`config.mk`:
```
export PLATFORM = sky130hd
export DESIGN_NAME = ier_ctrl
export DESIGN_NICKNAME = d
export VERILOG_FILES = /design/src/sv/ier_pkg.sv /design/src/sv/ier_ctrl.sv
export SDC_FILE = /design/constraint.sdc
export NUM_CORES = 1
export LEC_CHECK = 0
export BUFFER_PORTS_ARGS = -buffer_cell sky130_fd_sc_hd__buf_2
export CORE_AREA = 4 4 41 43
export CTS_CLUSTER_DIAMETER = 30
export DETAILED_ROUTE_END_ITERATION = 7
export DIE_AREA = 0 0 45 47
export PLACE_DENSITY = 0.41
export SLEW_MARGIN = 30
export SYNTH_ARGS = -nofsm -noshare
export SYNTH_HDL_FRONTEND = slang
export SYNTH_SLANG_ARGS = --single-unit
```
`constraint.sdc`:
```
create_clock -name clk -period 1.3 [get_ports clk]
set_input_delay 0.195 -clock clk [delete_from_list [all_inputs] [get_ports clk]]
set_output_delay 0.195 -clock clk [all_outputs]
set_load 0.05 [all_outputs]
```
`src/sv/ier_pkg.sv`:
```
`timescale 1ns / 1ps
`default_nettype none

package ier_pkg;

    // Frame buffer geometry
    localparam int MAX_FRAME = 2048;
    localparam int ADDR_W    = $clog2(MAX_FRAME);
    localparam int CNT_W     = ADDR_W + 1;

    // Frame layout
    localparam int ICMP_AT   = 34;
    localparam int MIN_REPLY = 60;

    // ICMP types
    localparam logic [7:0] ICMP_ECHO_REQUEST = 8'd8;
    localparam logic [7:0] ICMP_ECHO_REPLY   = 8'd0;

    // Result status codes
    localparam logic [2:0] ST_OK        = 3'd0;
    localparam logic [2:0] ST_IP_SHORT  = 3'd1;
    localparam logic [2:0] ST_NOT_ECHO  = 3'd2;
    localparam logic [2:0] ST_BAD_SUM   = 3'd3;
    localparam logic [2:0] ST_TRUNCATED = 3'd4;
    localparam logic [2:0] ST_TOO_LONG  = 3'd5;
    localparam logic [2:0] ST_NO_REPLY  = 3'd6;

    // Result kinds
    localparam logic RK_VERDICT = 1'b0;
    localparam logic RK_BYTE    = 1'b1;

    // Controller to datapath commands
    typedef struct packed {
        logic load;
        logic read;
        logic judge;
        logic capture;
    } ier_cmd_t;

    // End-around-carry fold of a 17-bit partial sum
    function automatic logic [15:0] ier_fold(input logic [16:0] s);
        return s[15:0] + {15'd0, s[16]};
    endfunction

endpackage

`default_nettype wire

```
`src/sv/ier_ctrl.sv`:
```
`timescale 1ns / 1ps
`default_nettype none

module ier_ctrl (
    input  logic              clk,
    input  logic              rst_n,
    input  logic              req_valid,
    input  logic              req_op,
    input  logic              req_last,
    output logic              req_ready,
    output logic              rsp_valid,
    input  logic              rsp_ready,
    output ier_pkg::ier_cmd_t cmd
);

    typedef enum logic [1:0] {
        S_IDLE,
        S_JUDGE,
        S_RD_WAIT,
        S_OUT
    } state_t;

    state_t state_reg;
    logic   out_valid_reg;
    logic   accept;

    assign req_ready = (state_reg == S_IDLE);
    assign accept    = req_valid && req_ready;
    assign rsp_valid = out_valid_reg;

    // Commands to the datapath
    always_comb
    begin
        cmd.load    = accept && !req_op;
        cmd.read    = accept && req_op;
        cmd.judge   = (state_reg == S_JUDGE);
        cmd.capture = (state_reg == S_RD_WAIT);
    end

    // State and result-valid register
    always_ff @(posedge clk or negedge rst_n)
    begin
        if (!rst_n)
        begin
            state_reg     <= S_IDLE;
            out_valid_reg <= 1'b0;
        end
        else
        begin
            case (state_reg)
                S_IDLE:
                begin
                    if (accept && req_op)
                        state_reg <= S_RD_WAIT;
                    else if (accept && req_last)
                        state_reg <= S_JUDGE;
                end
                S_JUDGE, S_RD_WAIT:
                begin
                    state_reg     <= S_OUT;
                    out_valid_reg <= 1'b1;
                end
                S_OUT:
                begin
                    if (rsp_ready)
                    begin
                        state_reg     <= S_IDLE;
                        out_valid_reg <= 1'b0;
                    end
                end
                default:
                begin
                    state_reg     <= S_IDLE;
                    out_valid_reg <= 1'b0;
                end
            endcase
        end
    end

    // No new word taken while a result waits
    a_excl: assert property (@(posedge clk) disable iff (!rst_n)
        !(req_ready && rsp_valid))
        else $error("input taken with result pending");

    // Verdict and read byte both reach the output next cycle
    a_result: assert property (@(posedge clk) disable iff (!rst_n)
        cmd.judge || cmd.capture |=> rsp_valid)
        else $error("result not presented");

    // Plain load words leave the controller ready for the next word
    a_load: assert property (@(posedge clk) disable iff (!rst_n)
        cmd.load && !req_last |=> req_ready)
        else $error("load stalled");

endmodule

`default_nettype wire
```
After elaboration in Yosys (flattened, before gate mapping)
Cells that the tools add are included.
W data, S select, Z words.
{"block": "word_totals", "ff_bits": 3, "input_bits": 6, "out_inout_bits": 6, "word_cells": 23}
{"block": "classes", "eq_ne": 5, "muxes": 6, "reduce_logical": 10}
{"cell": "$mux W2", "n": 3}
{"cell": "$pmux W2 S3", "n": 1}
{"cell": "$eq A2 B2 Y1 const B", "n": 2}
{"cell": "$logic_and A1 B1 Y1", "n": 4}
{"cell": "$reduce_and A2 Y1", "n": 2}
{"cell": "$ne A3 B1 Y1 const B", "n": 1}
{"cell": "$eq A2 B1 Y1 const B", "n": 1}
{"cell": "$logic_not A2 Y1", "n": 1}
{"cell": "$ne A2 B2 Y1 const B", "n": 1}
{"cell": "$pmux W1 S2", "n": 1}
{"cell": "$reduce_bool A2 Y1", "n": 1}
{"cell": "$reduce_or A2 Y1", "n": 1}
{"cell": "$logic_not A1 Y1", "n": 1}
{"cell": "$mux W1", "n": 1}

Logic depth before layout (Yosys ltp)
{"block": "depth", "word_depth": 6, "mapped_depth": 5, "ltp_nobuf": 5}

Worst setup path after synthesis
No wires, ideal clock.
{"block": "synth_timing", "kind": "flip-flop to output port", "from": "register state_reg[0]", "to": "output cmd[3] (netlist name)", "arrival_time_ps": 1794, "required_ps": 1105, "setup_slack_ps": -689, "path_stages_with_launch": 5, "n_path_buf": 0, "path_cell_list": "dfrtp_1 inv_1 ha_1 nand2_1 nor2_1"}
{"element": "start, declared", "line": "ier_ctrl.sv:23", "source": "state_t state_reg;"}
{"element": "start signal, assigned", "line": "ier_ctrl.sv:45", "source": "state_reg <= S_IDLE;"}
{"element": "start signal, assigned", "line": "ier_ctrl.sv:54", "source": "state_reg <= S_RD_WAIT;"}
{"element": "start signal, assigned", "line": "ier_ctrl.sv:56", "source": "state_reg <= S_JUDGE;"}
{"element": "end, declared", "line": "ier_ctrl.sv:13", "source": "output ier_pkg::ier_cmd_t cmd"}

==> flow_summary.yaml <==
sta:
  finalHoldViolCount: 0
  fin_skew_ns: 0.00151
  period_needed_ns: 1.39
  fin_ws_ns: -0.0869
  setup_viol: 5
  tightest_slew_ns: 0.240
  fmaxAchievable_ghz: 0.721
  fin_crit_sh_pct: 107
  fin_hold_ws_ns: 0.279
  rsz0062_at_grt: "true"
  maxSlewViolCount: 0
  slew_headroom_pct: 83.8
finish:
  final_cell_mix: "7 x buf_2, 7 x buf_4, 4 x buf_8"
  n_antenna_cell: 0
  synthToLayoutAreaGrowth_pct: 130
  drive_gt1_share_pct: 69.4
  nNetsFinal: 60
  largest_reg_flops: 2
  final_area_um2: 498
critical_path:
  startpoint: "state_reg[1]$_DFFE_PN0P_"
  r2r-start: "state_reg[0]$_DFFE_PN0P_"
  crit_path_end_kind: "primary output"
  crit_fanout: 4
  rr_endpoint: "state_reg[1]$_DFFE_PN0P_"
  cp_slowest_stage_delay_ns: 0.38
  r2r_cells: 5
  required_ns: 1.11
  critPathBufInv: 2
  rrSetupSlack_ns: 0
  critPathSlowestCell: "dfrtp_1"
  crit_family: "flip-flops"
  cp-start-kind: "flip-flop"
  crit_type: "flip-flop to primary output"
  arrival_ns: 1.19
  crit_chain: "inv_2, ha_4, and3_4, buf_8"
global_route:
  grt_first_pass_wirelength_um: 1150
  grt-ovfl-total: 0
  grt_max_degree: 6
  grtUsageTotal_pct: 7.75
  antenna_found_initial: 0
  grt_pass1_vias: 284
detailed_routing:
  ant_nets: 0
  routedWlPerCell_um: 10.5
  drt-total-wl_um: 670
  routed_via_density: 4.11
  vias: 263
  drc: 0
  firstDrtPassIters: 2
  drtIter0Drc: 2
cts:
  clock-sinks: 3
  htreeDepth: 1
  clock_tree.root_cell: "clkbuf_4"
  cts_buffer_depth: 2
  cts-buffers-inserted: 3
  clk_latency_ns: 0.23
  tritoncts: "built"
  clk_pin_slew_ns: 0.04
min_path:
  worstHoldPathType: "input pin to asynchronous set/reset pin"
logic_synthesis:
  avgSynthCellArea_um2: 9.02
  syn-num-nets: 34
  synth.yosys.seq_area_share_pct: 34.7
  yosys-top-cells-area: "dfrtp_1 35%, ha_1 23%, o21ai_0 6.9%, inv_1 6.9%, and3_4 5.2%"
  syn-instance-count: 24
  synth_top_cell_by_area: "dfrtp_1"
  ys.warnings.count: 0
  synth_top_area_share_pct: 34.7
  synth_area_um2: 216
  ys_seq_elements: 3
  synth.distinct_cells: 11
outcome:
  status: "complete, but fails checks"
  failed_checks: "setup timing"
floorplan:
  io_pins: 12
  fp.dieH_um: 47
  initial_core_util_pct: 16.6
  num_rows: 13
  die_x_um: 45
  die_area_um2: 2120
  fp.coreArea_um2: 1300
placement:
  place_area_um2: 325
  port-buffer-count: 11
  place_congestion: 0.654
power:
  powerDensity_nw_per_um2: 2820
  ir_drop_uv: 1030
  p_leak_nw: 0.233
flow_run:
  maxCapViolations: 0
[power breakdown]
| part | internal [W] | switching [W] |
|---|---|---|
| clock network | 0.000115 | 0.0000456 |
| registers | 0.000142 | 0.0000295 |
| logic | 0.000508 | 0.000566 |
[worst max path at each step]
stage,endpoint,slack (ns),cells past startpoint
5_1_grt,cmd[2],-0.14,4
4_1_cts,cmd[2],-0.09,4
3_5_place_dp,cmd[2],-0.02,4
3_3_place_gp,cmd[2],-0.005,4
6_report,cmd[2],-0.09,4
2_1_floorplan,state_reg[0]$_DFFE_PN0P_,-0.08,5
[per-layer routing]
layer | track usage [%] | part of all wire [%] | up-vias
met5 | 0 | 0 | -
met4 | 5.26 | 0 | 0
met3 | 3.83 | 4.0 | 0
met2 | 13.6 | 59 | 5
met1 | 7.08 | 37 | 128
li1 | - | - | 130
[timing repair]
action,in CTS,in global routing
hold buffers,1,0
endpoints found under the setup margin,5,7
hold endpoints to repair,3,0
resized for setup,13,9
pin swaps,2,1
setup buffers,4,3
[logic make-up after synthesis]
family / Yosys count / synth area share (%)
compound gates: 6 / 15.6
fa+ha+maj: 4 / 23.1
buf+inv: 4 / 6.93
flops: 3 / 34.7
mux: 1 / 4.62
simple gates: 6 / 15.0
[cell usage after synthesis, drive strengths merged]
master,count
a21oi,2
and3,1
dfrtp,3
ha,4
inv,4
mux2i,1
nand2,1
nor2,3
nor2b,1
o21ai,3
o22a,1
[worst register-to-register path, cell delays in order, from the launching register on]
cell     delay, ns
dfrtp_1       0.39
buf_4         0.16
ha_2          0.18
nor2b_2       0.16
a21oi_2       0.14
mux2i_1       0.20
[final cells by class]
cell class / count / area [um^2]
Multi-Input combinational cell: 17 / 183
Tap cell: 15 / 18.8
Inverter: 4 / 15.0
Sequential cell: 3 / 75.1
Timing Repair Buffer: 21 / 180
Fill cell: 137 / 803
Clock buffer: 4 / 26.3
[through the flow]
stage	setup TNS, ns	power [W]	setup slack [ns]	util, %	cells
after detailed placement	-0.0191	0.000908	-0.0191	25.0	52
final	-0.295	0.00141	-0.0869	38.3	64
after global routing	-0.604	0.00152	-0.137	38.3	64
after global placement	-0.00503	0.000904	-0.00503	25.0	52
after CTS	-0.225	0.00127	-0.0896	33.8	61
after floorplan	-0.107	0.000756	-0.0790	-	24
Note: power is estimated with default switching activity, not from simulation.
